$ cat config.mk
export PLATFORM = sky130hd
export DESIGN_NAME = lru_key_value_cache_unit
export DESIGN_NICKNAME = d
export VERILOG_FILES = /design/src/sv/lkv_pkg.sv /design/src/sv/lkv_entry_ram.sv /design/src/sv/lkv_engine.sv /design/src/sv/lru_key_value_cache_unit.sv
export SDC_FILE = /design/constraint.sdc
export NUM_CORES = 1
export LEC_CHECK = 0
export ABC_AREA = 1
export ABC_CLOCK_PERIOD_IN_PS = 13700
export BUFFER_PORTS_ARGS = -buffer_cell sky130_fd_sc_hd__clkbuf_2
export CORE_ASPECT_RATIO = 1.2
export CORE_UTILIZATION = 30
export DETAILED_ROUTE_END_ITERATION = 16
export PLACE_DENSITY = 0.54
export SYNTH_ARGS = -nofsm -noshare
export SYNTH_HDL_FRONTEND = slang
export SYNTH_SLANG_ARGS = --single-unit
$ cat constraint.sdc
create_clock -name clk -period 13.7 [get_ports clk]
set_input_delay 0 -clock clk [delete_from_list [all_inputs] [get_ports clk]]
set_output_delay 0 -clock clk [all_outputs]
set_load 0.01 [all_outputs]
$ cat src/sv/lkv_pkg.sv
package lkv_pkg;

  localparam int DEPTH = 16;
  localparam int IDX_W = (DEPTH > 1) ? $clog2(DEPTH) : 1;
  localparam int AGE_W = IDX_W;
  localparam int CNT_W = $clog2(DEPTH + 1);
  localparam int CAP_W = 5;
  localparam int CMP_W = ((CNT_W > CAP_W) ? CNT_W : CAP_W) + 1;
  localparam int KEY_W = 32;
  localparam int VAL_W = 32;

  localparam logic [CAP_W-1:0] CAP_RESET = CAP_W'(16);
  localparam logic [IDX_W-1:0] LAST_IDX = IDX_W'(DEPTH - 1);
  localparam logic signed [VAL_W-1:0] MISS_VALUE = -32'sd1;

  localparam logic ACT_GET = 1'b0;
  localparam logic ACT_PUT = 1'b1;

  typedef struct packed {
    logic signed [KEY_W-1:0] key;
    logic signed [VAL_W-1:0] value;
    logic [AGE_W-1:0]        age;
  } entry_t;

  typedef struct packed {
    logic                    action;
    logic signed [KEY_W-1:0] key;
    logic signed [VAL_W-1:0] value;
  } req_t;

  typedef struct packed {
    logic                    found;
    logic signed [VAL_W-1:0] read_value;
    logic                    evicted;
    logic signed [KEY_W-1:0] evicted_key;
  } rsp_t;

endpackage

$ cat src/sv/lkv_entry_ram.sv
module lkv_entry_ram (
  input  logic                     clk,
  input  logic                     rd_en,
  input  logic [lkv_pkg::IDX_W-1:0] rd_addr,
  output lkv_pkg::entry_t          rd_data,
  input  logic                     wr_en,
  input  logic [lkv_pkg::IDX_W-1:0] wr_addr,
  input  lkv_pkg::entry_t          wr_data
);

  lkv_pkg::entry_t mem [lkv_pkg::DEPTH];
  lkv_pkg::entry_t rd_data_r;

  always_ff @(posedge clk) begin
    if (wr_en) begin
      mem[wr_addr] <= wr_data;
    end
  end

  always_ff @(posedge clk) begin
    if (rd_en) begin
      rd_data_r <= mem[rd_addr];
    end
  end

  assign rd_data = rd_data_r;

endmodule

$ cat src/sv/lkv_engine.sv
module lkv_engine (
  input  logic                     clk,
  input  logic                     rst_n,
  input  logic [lkv_pkg::CAP_W-1:0] cap_i,
  input  logic                     start_i,
  input  lkv_pkg::req_t            req_i,
  output logic                     busy_o,
  output logic                     done_o,
  output lkv_pkg::rsp_t            rsp_o,
  input  logic                     res_ready_i
);

  localparam logic [2:0] S_IDLE   = 3'd0;
  localparam logic [2:0] S_SEARCH = 3'd1;
  localparam logic [2:0] S_DECIDE = 3'd2;
  localparam logic [2:0] S_UPDATE = 3'd3;
  localparam logic [2:0] S_DONE   = 3'd4;

  logic [2:0] state_r, state_nxt;
  logic [lkv_pkg::IDX_W-1:0] idx_r, idx_nxt;
  logic issue_on_r, issue_on_nxt;
  logic dat_vld_r, dat_vld_nxt;
  logic [lkv_pkg::IDX_W-1:0] dat_idx_r, dat_idx_nxt;
  logic [lkv_pkg::DEPTH-1:0] valid_r, valid_nxt;
  logic [lkv_pkg::CNT_W-1:0] fill_r, fill_nxt;
  lkv_pkg::req_t req_r, req_nxt;
  logic hit_r, hit_nxt;
  logic [lkv_pkg::IDX_W-1:0] hit_idx_r, hit_idx_nxt;
  logic [lkv_pkg::AGE_W-1:0] hit_age_r, hit_age_nxt;
  logic signed [lkv_pkg::VAL_W-1:0] hit_val_r, hit_val_nxt;
  logic old_vld_r, old_vld_nxt;
  logic [lkv_pkg::IDX_W-1:0] old_idx_r, old_idx_nxt;
  logic [lkv_pkg::AGE_W-1:0] old_age_r, old_age_nxt;
  logic signed [lkv_pkg::KEY_W-1:0] old_key_r, old_key_nxt;
  logic free_vld_r, free_vld_nxt;
  logic [lkv_pkg::IDX_W-1:0] free_idx_r, free_idx_nxt;
  logic ins_r, ins_nxt;
  logic [lkv_pkg::IDX_W-1:0] tgt_r, tgt_nxt;
  lkv_pkg::rsp_t rsp_r, rsp_nxt;

  logic mem_rd_en;
  logic mem_wr_en;
  lkv_pkg::entry_t mem_rdata;
  lkv_pkg::entry_t mem_wdata;

  logic dat_valid;
  logic key_match;
  logic pass_end;
  logic [lkv_pkg::CMP_W-1:0] eff_cap;
  logic need_evict;

  lkv_entry_ram u_ram (
    .clk     (clk),
    .rd_en   (mem_rd_en),
    .rd_addr (idx_r),
    .rd_data (mem_rdata),
    .wr_en   (mem_wr_en),
    .wr_addr (dat_idx_r),
    .wr_data (mem_wdata)
  );

  // Capacity zero acts as one, and anything above the store size as the store size.
  always_comb begin
    if (cap_i == '0) begin
      eff_cap = lkv_pkg::CMP_W'(1);
    end else if (lkv_pkg::CMP_W'(cap_i) > lkv_pkg::CMP_W'(lkv_pkg::DEPTH)) begin
      eff_cap = lkv_pkg::CMP_W'(lkv_pkg::DEPTH);
    end else begin
      eff_cap = lkv_pkg::CMP_W'(cap_i);
    end
  end

  assign need_evict = (lkv_pkg::CMP_W'(fill_r) >= eff_cap) ||
                      (lkv_pkg::CMP_W'(fill_r) >= lkv_pkg::CMP_W'(lkv_pkg::DEPTH));
  assign dat_valid  = valid_r[dat_idx_r];
  assign key_match  = dat_valid && (mem_rdata.key == req_r.key);
  assign pass_end   = dat_vld_r && (dat_idx_r == lkv_pkg::LAST_IDX);

  always_comb begin
    state_nxt    = state_r;
    idx_nxt      = idx_r;
    issue_on_nxt = issue_on_r;
    dat_vld_nxt  = issue_on_r;
    dat_idx_nxt  = idx_r;
    valid_nxt    = valid_r;
    fill_nxt     = fill_r;
    req_nxt      = req_r;
    hit_nxt      = hit_r;
    hit_idx_nxt  = hit_idx_r;
    hit_age_nxt  = hit_age_r;
    hit_val_nxt  = hit_val_r;
    old_vld_nxt  = old_vld_r;
    old_idx_nxt  = old_idx_r;
    old_age_nxt  = old_age_r;
    old_key_nxt  = old_key_r;
    free_vld_nxt = free_vld_r;
    free_idx_nxt = free_idx_r;
    ins_nxt      = ins_r;
    tgt_nxt      = tgt_r;
    rsp_nxt      = rsp_r;
    mem_rd_en    = 1'b0;
    mem_wr_en    = 1'b0;
    mem_wdata    = mem_rdata;
    done_o       = 1'b0;

    // Address sequencer shared by both passes over the store.
    if (issue_on_r) begin
      mem_rd_en = 1'b1;
      idx_nxt   = idx_r + lkv_pkg::IDX_W'(1);
      if (idx_r == lkv_pkg::LAST_IDX) begin
        issue_on_nxt = 1'b0;
      end
    end

    case (state_r)
      S_IDLE: begin
        if (start_i) begin
          req_nxt      = req_i;
          hit_nxt      = 1'b0;
          old_vld_nxt  = 1'b0;
          free_vld_nxt = 1'b0;
          idx_nxt      = '0;
          issue_on_nxt = 1'b1;
          state_nxt    = S_SEARCH;
        end
      end
      S_SEARCH: begin
        if (dat_vld_r) begin
          if (key_match && !hit_r) begin
            hit_nxt     = 1'b1;
            hit_idx_nxt = dat_idx_r;
            hit_age_nxt = mem_rdata.age;
            hit_val_nxt = mem_rdata.value;
          end
          if (dat_valid && (!old_vld_r || mem_rdata.age > old_age_r)) begin
            old_vld_nxt = 1'b1;
            old_idx_nxt = dat_idx_r;
            old_age_nxt = mem_rdata.age;
            old_key_nxt = mem_rdata.key;
          end
          if (!dat_valid && !free_vld_r) begin
            free_vld_nxt = 1'b1;
            free_idx_nxt = dat_idx_r;
          end
        end
        if (pass_end) begin
          state_nxt = S_DECIDE;
        end
      end
      S_DECIDE: begin
        rsp_nxt.found       = hit_r;
        rsp_nxt.read_value  = '0;
        rsp_nxt.evicted     = 1'b0;
        rsp_nxt.evicted_key = '0;
        state_nxt           = S_DONE;
        if (hit_r) begin
          if (req_r.action == lkv_pkg::ACT_GET) begin
            rsp_nxt.read_value = hit_val_r;
          end
          ins_nxt      = 1'b0;
          tgt_nxt      = hit_idx_r;
          idx_nxt      = '0;
          issue_on_nxt = 1'b1;
          state_nxt    = S_UPDATE;
        end else if (req_r.action == lkv_pkg::ACT_GET) begin
          rsp_nxt.read_value = lkv_pkg::MISS_VALUE;
        end else if (need_evict && old_vld_r) begin
          // The evicted slot is refilled at once, so the valid bits and fill hold.
          rsp_nxt.evicted     = 1'b1;
          rsp_nxt.evicted_key = old_key_r;
          ins_nxt             = 1'b1;
          tgt_nxt             = old_idx_r;
          idx_nxt             = '0;
          issue_on_nxt        = 1'b1;
          state_nxt           = S_UPDATE;
        end else if (free_vld_r) begin
          valid_nxt[free_idx_r] = 1'b1;
          fill_nxt              = fill_r + lkv_pkg::CNT_W'(1);
          ins_nxt               = 1'b1;
          tgt_nxt               = free_idx_r;
          idx_nxt               = '0;
          issue_on_nxt          = 1'b1;
          state_nxt             = S_UPDATE;
        end
      end
      S_UPDATE: begin
        if (dat_vld_r) begin
          if (dat_idx_r == tgt_r) begin
            mem_wr_en       = 1'b1;
            mem_wdata.key   = req_r.key;
            mem_wdata.value = (req_r.action == lkv_pkg::ACT_PUT) ? req_r.value
                                                                 : mem_rdata.value;
            mem_wdata.age   = '0;
          end else if (dat_valid && (ins_r || mem_rdata.age < hit_age_r)) begin
            mem_wr_en     = 1'b1;
            mem_wdata.age = mem_rdata.age + lkv_pkg::AGE_W'(1);
          end
        end
        if (pass_end) begin
          state_nxt = S_DONE;
        end
      end
      S_DONE: begin
        done_o = 1'b1;
        if (res_ready_i) begin
          state_nxt = S_IDLE;
        end
      end
      default: begin
        state_nxt = S_IDLE;
      end
    endcase
  end

  always_ff @(posedge clk) begin
    if (!rst_n) begin
      state_r    <= S_IDLE;
      issue_on_r <= 1'b0;
      dat_vld_r  <= 1'b0;
      valid_r    <= '0;
      fill_r     <= '0;
    end else begin
      state_r    <= state_nxt;
      issue_on_r <= issue_on_nxt;
      dat_vld_r  <= dat_vld_nxt;
      valid_r    <= valid_nxt;
      fill_r     <= fill_nxt;
    end
  end

  always_ff @(posedge clk) begin
    idx_r      <= idx_nxt;
    dat_idx_r  <= dat_idx_nxt;
    req_r      <= req_nxt;
    hit_r      <= hit_nxt;
    hit_idx_r  <= hit_idx_nxt;
    hit_age_r  <= hit_age_nxt;
    hit_val_r  <= hit_val_nxt;
    old_vld_r  <= old_vld_nxt;
    old_idx_r  <= old_idx_nxt;
    old_age_r  <= old_age_nxt;
    old_key_r  <= old_key_nxt;
    free_vld_r <= free_vld_nxt;
    free_idx_r <= free_idx_nxt;
    ins_r      <= ins_nxt;
    tgt_r      <= tgt_nxt;
    rsp_r      <= rsp_nxt;
  end

  assign busy_o = (state_r != S_IDLE);
  assign rsp_o  = rsp_r;

  // The occupancy count always equals the number of valid entries.
  a_fill_matches_valid: assert property (@(posedge clk) disable iff (!rst_n)
    $countones(valid_r) == 32'(fill_r))
    else $error("fill count disagrees with valid bits");

  // A write-back never lands on the entry being read in the same cycle.
  a_no_rw_collision: assert property (@(posedge clk) disable iff (!rst_n)
    (mem_wr_en && mem_rd_en) |-> (dat_idx_r != idx_r))
    else $error("read and write hit the same entry");

  // Writes happen only during the update pass.
  a_write_in_update: assert property (@(posedge clk) disable iff (!rst_n)
    mem_wr_en |-> (state_r == S_UPDATE))
    else $error("store written outside the update pass");

  // A new request is only started while the engine is idle.
  a_start_when_idle: assert property (@(posedge clk) disable iff (!rst_n)
    start_i |-> !busy_o)
    else $error("request started while busy");

endmodule

$ cat src/sv/lru_key_value_cache_unit.sv
// Fully associative key-value cache with least-recently-used replacement.
// Each input transfer is a get (action 0) or a put (action 1) of a signed
// 32-bit key and value, and it produces exactly one result transfer that
// reports whether the key was present, the value read (the stored value on a
// get hit, -1 on a get miss, 0 on a put) and the key of any entry evicted to
// make room. Keys, values and recency ages live in one synchronous entry
// memory with a registered read; valid bits and the occupancy count are
// flip-flops cleared by reset, so the block is usable as soon as reset is
// released. Items are handled one at a time: a search pass reads all DEPTH
// entries, a decision state follows, and for anything but a get miss an
// update pass reads every entry and writes back the target entry and each
// entry whose age changes. The two passes over the single entry memory
// set the item rate. in_stall is high while an item is in progress or its
// result waits for the output register; a result held in the output
// register does not hold the engine, so the next input transfer is taken
// while it is still stalled downstream. The capacity register limits how
// many entries are used before eviction starts; zero acts as one and values
// above DEPTH act as DEPTH. Write it only while the block is idle.
module lru_key_value_cache_unit (
  input  logic                             clk,
  input  logic                             rst_n,
  input  logic                             cfg_wr_en,
  input  logic [lkv_pkg::CAP_W-1:0]         cfg_wr_data,
  input  logic                             in_valid,
  output logic                             in_stall,
  input  logic                             in_action,
  input  logic signed [lkv_pkg::KEY_W-1:0] in_key,
  input  logic signed [lkv_pkg::VAL_W-1:0] in_value,
  output logic                             out_valid,
  input  logic                             out_stall,
  output logic                             out_found,
  output logic signed [lkv_pkg::VAL_W-1:0] out_read_value,
  output logic                             out_evicted,
  output logic signed [lkv_pkg::KEY_W-1:0] out_evicted_key
);

  logic [lkv_pkg::CAP_W-1:0] cap_r;
  logic out_valid_r, out_valid_nxt;
  lkv_pkg::rsp_t out_rsp_r;

  logic busy;
  logic done;
  logic res_ready;
  logic start;
  lkv_pkg::req_t req;
  lkv_pkg::rsp_t rsp;

  // Capacity register; the write takes effect at the clock edge.
  always_ff @(posedge clk) begin
    if (!rst_n) begin
      cap_r <= lkv_pkg::CAP_RESET;
    end else if (cfg_wr_en) begin
      cap_r <= cfg_wr_data;
    end
  end

  assign in_stall = busy;
  assign start    = in_valid && !busy;

  always_comb begin
    req.action = in_action;
    req.key    = in_key;
    req.value  = in_value;
  end

  lkv_engine u_engine (
    .clk         (clk),
    .rst_n       (rst_n),
    .cap_i       (cap_r),
    .start_i     (start),
    .req_i       (req),
    .busy_o      (busy),
    .done_o      (done),
    .rsp_o       (rsp),
    .res_ready_i (res_ready)
  );

  // The output register can take a new result when it is empty or being drained.
  assign res_ready = !out_valid_r || !out_stall;

  always_comb begin
    out_valid_nxt = out_valid_r;
    if (out_valid_r && !out_stall) begin
      out_valid_nxt = 1'b0;
    end
    if (done && res_ready) begin
      out_valid_nxt = 1'b1;
    end
  end

  always_ff @(posedge clk) begin
    if (!rst_n) begin
      out_valid_r <= 1'b0;
    end else begin
      out_valid_r <= out_valid_nxt;
    end
  end

  always_ff @(posedge clk) begin
    if (done && res_ready) begin
      out_rsp_r <= rsp;
    end
  end

  assign out_valid       = out_valid_r;
  assign out_found       = out_rsp_r.found;
  assign out_read_value  = out_rsp_r.read_value;
  assign out_evicted     = out_rsp_r.evicted;
  assign out_evicted_key = out_rsp_r.evicted_key;

endmodule
Word-level counts from Yosys, hierarchy flattened
Memories as Yosys holds them, arrays and structs flattened. A register that Yosys moved wholly into a read port is not among the register bits.
Cells that the tools add are included.

storage, ports and cells
  memory bits (writable) = 1088
  logic and storage cells = 172
  register bits after elaboration = 329
  memories kept = 1

memory list
  memory              depth  bits a word  rd ports  clocked after Yosys merged registers in  wr ports  line                 text
  u_engine.u_ram.mem  16     68           1         1                                        1         lkv_entry_ram.sv:11  lkv_pkg::entry_t mem [lkv_pkg::DEPTH];

cells by class
  equality and inequality tests = 16
  order comparisons = 8
  bitwise gates (word level) = 4
  reduce and logical (&&, ||, !) cells = 41
  multiplexer cells = 67
  add/subtract/negate cells = 3

operator list
  operator                                                    count
  2-to-1 mux 68 bit                                           2
  2-to-1 mux 32 bit                                           4
  2-to-1 mux 64 bit                                           1
  2-to-1 mux 4 bit                                            12
  2-to-1 mux 33 bit                                           1
  == test 32 bit                                              1
  2-to-1 mux 1 bit                                            29
  2-to-1 mux 3 bit                                            8
  bitwise OR 16 bit                                           1
  AND reduction 4 bit                                         4
  case mux 3 bit (5 select lines)                             1
  != test 2 x 1 -> 1 bit, second input constant               6
  AND reduction 3 bit                                         4
  logical AND 1 bit                                           11
  less-than comparator 4 x 5 -> 1 bit, second input constant  2
  2-to-1 mux 5 bit                                            2
  adder 4 x 1 -> 4 bit, second input constant                 2
  == test 4 bit, second input constant                        2
  case mux 1 bit (2 select lines)                             4
  case mux 4 bit (2 select lines)                             1
  logical NOT 1 bit                                           7
  == test 3 x 2 -> 1 bit, second input constant               2
  nonzero test 2 bit                                          3
  nonzero test 3 bit                                          2
  other kinds (21)                                            27

Logic depth before layout (Yosys ltp)
  depth after elaboration = 10
  mapped depth = 16
  depth with buffers taken out = 16

Cells and area by module
A second synthesis with hierarchy kept.

second synthesis, totals
  cell total of the unflattened synthesis = 5539
  area total of the unflattened synthesis = 61580.3 µm²

by module, submodules not included
  module                    area each (µm²)  cells an instance  times used
  lkv_entry_ram             48514.0          4472               1
  lkv_engine                10834.1          964                1
  lru_key_value_cache_unit  2232.1           103                1

Least setup slack after synthesis
Ideal clock, no wire load.

  kind = flip-flop to flip-flop
  from = register, netlist name u_engine.u_ram.rd_data[1]
  to = memory u_engine.u_ram.mem[0][0] (netlist bit) (enable)
  slack = 8.959 ns
  cell stages (with the launch flop) = 10
  data arrival time = 4.246 ns
  setup time = 0.495 ns
  cell sequence = edfxtp_1 -> ha_1 -> nand2_1 -> nand2_1 -> nand3_1 -> a21o_1 -> nand3_2 -> nand2_2 -> nand3_1 -> nor2_1

on the way
  longest elaborated chain between the ends = 9

RTL lines
  item                                    line                 text
  less-than comparator 4 bit              lkv_engine.sv:194    end else if (dat_valid && (ins_r || mem_rdata.age < hit_age_r)) begin
  logical OR 1 bit                        lkv_engine.sv:194
  logical AND 1 bit                       lkv_engine.sv:194
  2-to-1 mux 1 bit                        lkv_engine.sv:194
  2-to-1 mux 1 bit                        lkv_engine.sv:188    if (dat_idx_r == tgt_r) begin
  2-to-1 mux 1 bit                        lkv_engine.sv:187    if (dat_vld_r) begin
  2-to-1 mux 1 bit                        lkv_engine.sv:115    case (state_r)
  2-to-1 mux 1 bit                        lkv_entry_ram.sv:15  if (wr_en) begin
  2-to-1 mux 1 bit (implied by the code)  lkv_entry_ram.sv:16  mem[wr_addr] <= wr_data;
  to (decl)                               lkv_entry_ram.sv:11

Every way passes these cells.

==> metrics <==
Cells on Worst Hold Path 4; hold_ws 0.190 ns; post-synthesis net count 4084; post-route setup TNS 0 ns; combinational share of power 0.153; Port Buf Inserts 142; Final Hold Fails 0; Switching Share 0.279; Tot GR Track Use 0.158; power density over the cells 169 mW/mm2; DP Area 0.0603 mm2; commonest cells in the synthesized netlist 1445 x edfxtp_1, 716 x nor2_1, 586 x o21ai_0; root buffer cell clkbuf_16; HPWL after detailed placement 84100 um; htree depth 4; Worst slew margin 0.112; number of CTS-inserted buffers 148; instance count of the mapped netlist 3994; Synth Register Bits 1485; largest net degree at the start of global routing 196; count of cell types in the netlist 44; RD Place Congestion 0.812; Static Leak 22.0 nW; Peak VDD IR 0.000111 V; crit path DAT 5.51 ns; clk_lat worst skew 0.79 ns; status finished clean; Vias/cell 4.99; unrepaired setup endpoints after global routing false; routed wire length 153000 um; CP startpoint kind flip-flop; CORE AREA 0.188 mm2; first-pass GRT wire length 226000 um; post-CTS setup buffers 0; layout cell share with drive strength beyond 1 0.114; # IOs 143; Worst Tran Pin Value 1.32 ns; fin cells 6854; initial antenna violation count 5; Internal 8.11 mW; setup ws final 8.86 ns; final worst path period share 0.353; top cell type's share of synthesized area 0.765; synth warn 0; initial DRC count 3123; CTS sink cnt 1485; Layout area overhead 17.4%; Total Power 11.2 mW; WL/cell 22.4 um; Setup Viol. Count Final 0; Avg Cell Area, Syn 14.2 um2; TritonCTS clock tree done; Post-synth EDFFs 1445; Top FF cell, synth edfxtp_1; top post-synthesis cells by area edfxtp_1 76%, o21ai_0 5.2%, nor2_1 4.7%; most frequent cell after synthesis edfxtp_1; Critical Path Sink Type flip-flop; DRC 0; Routed Antenna Nets 0; number of global-route vias before repair 33600; R2R depth 8; initial core utilization 0.302; layout filler cell count 18000; DIE WIDTH 399 um; post-synthesis sequential area ratio 0.779; pre-CTS setup slack 9.04 ns; fin area 0.0666 mm2; Critical Path Fanout Max 157; Clk pwr share 0.360; CTS max path bufs 3; min Tclk post-route 4.84 ns; Worst Hold Class input pin to flip-flop; Mapped Area 0.0567 mm2; critical setup path kind flip-flop to flip-flop; Core Util, Final 0.355; Core Rows 174; drt first pass iters 5; Flop pwr share 0.487; Reg clk slew, reported paths 0.06 ns; fmax 0.206 GHz; Post-Place Cells 6426; Synth area leader edfxtp_1; chip height 478 um; total gr overflow 0; total of max-cap violations 0; CP required 14.36 ns; Setup Skew 0.0338 ns; NetSw 3.14 mW; fin. max-slew vios 0; vias 34200; FFs w/ async S/R, synth 0; Layout Nets 4358; DIE AREA 0.191 mm2
[sequential cells by signal, indices dropped and copies added, names as in the netlist, 5 cells and up]
register	count
u_engine.valid_r	16
out_evicted_key	32
cap_r	5
u_engine.req_r	65
u_engine.old_key_r	32
u_engine.hit_val_r	32
u_engine.u_ram.mem	1088
u_engine.fill_r	5
u_engine.rsp_o	66
u_engine.u_ram.rd_data	68
out_read_value	32
[critical path, cell delays in order, from the launching register on]
cell      delay, ns
dfxtp_4        0.57
inv_8          0.67
buf_4          0.83
buf_4          0.63
buf_4          0.83
o21ai_0        0.24
o221ai_1       0.24
o211ai_1       0.12
nand2_1        0.09
[power by group through the flow]
| stage | Combinational (mW) | Sequential, mW | Clock (mW) |
|---|---|---|---|
| after global placement | 1.66 | 5.57 | 0 |
| after floorplan | 1.16 | 5.45 | 0 |
| after detailed placement | 1.69 | 5.57 | 0 |
| final | 1.72 | 5.48 | 4.04 |
| after global routing | 1.91 | 5.48 | 4.29 |
| after CTS | 1.73 | 5.47 | 4.13 |
[cell families after synthesis]
kind of cell               count (synthesis)  share of synthesized area
adders and majority gates                 15                    0.00331
muxes                                     32                    0.00834
xor gates and xnor gates                  18                    0.00278
DFF                                     1485                      0.779
AOI/OAI and AO/OA                        970                      0.104
buffers and inverters                    390                     0.0269
and+or+nand+nor                         1084                     0.0752
[layout make-up]
type                    instances  area [um2]  area share
clock buffers                 193        4000      0.0600
flip-flops and latches       1485       44200       0.664
well taps                    2464        3080      0.0463
clock inverters                77         772      0.0116
inverters                     139         541     0.00811
repair buffers                375        2860      0.0430
diodes                          2        5.00   0.0000751
multi-input cells            2119       11200       0.167
[final timing paths]
| check | start | to | slack, ns |
|---|---|---|---|
| hold / removal | rst_n | u_engine.fill_r[2] | 0.19 |
| setup / recovery | u_engine.dat_idx_nxt[0] | u_engine.u_ram.rd_data[20] | 8.86 |
| setup reg to reg | u_engine.dat_idx_nxt[0] | u_engine.u_ram.rd_data[20] | 8.86 |
| hold reg to reg | u_engine.rsp_o[37] | out_read_value[4] | 0.41 |
[per-layer routing]
metal	vias up	track usage	routed length, um	share of wire
li1	15500	-	-	-
met1	17300	0.220	68400	0.45
met2	1139	0.252	71600	0.47
met3	233	0.0262	9490	0.062
met4	2	0.0467	3710	0.024
met5	-	0	13	0.000085
[layout by cell type, fill, tap and decap left out, drive strengths merged, types with 3 or more instances in the layout]
cell            n
clkbuf        335
a211oi          4
o22ai          70
ha             15
inv           143
or2             3
o221ai        204
o21ai         586
o211ai         64
xnor2           5
buf            77
a21oi          24
dfxtp          40
nor3           10
o21a            4
nand2         251
nor2          717
xor2           13
nand3          94
edfxtp       1445
dlygate4sd3   156
o2111ai         6
a31oi           4
clkinv         56
bufinv         13
nor4            3
mux2           32
clkinvlp        4
[repair_timing]
item	in CTS	in global routing
endpoints found under the hold margin	116	0
hold buffers	156	0
gates resized for setup	0	0
Note: power is estimated with default switching activity, not from simulation.
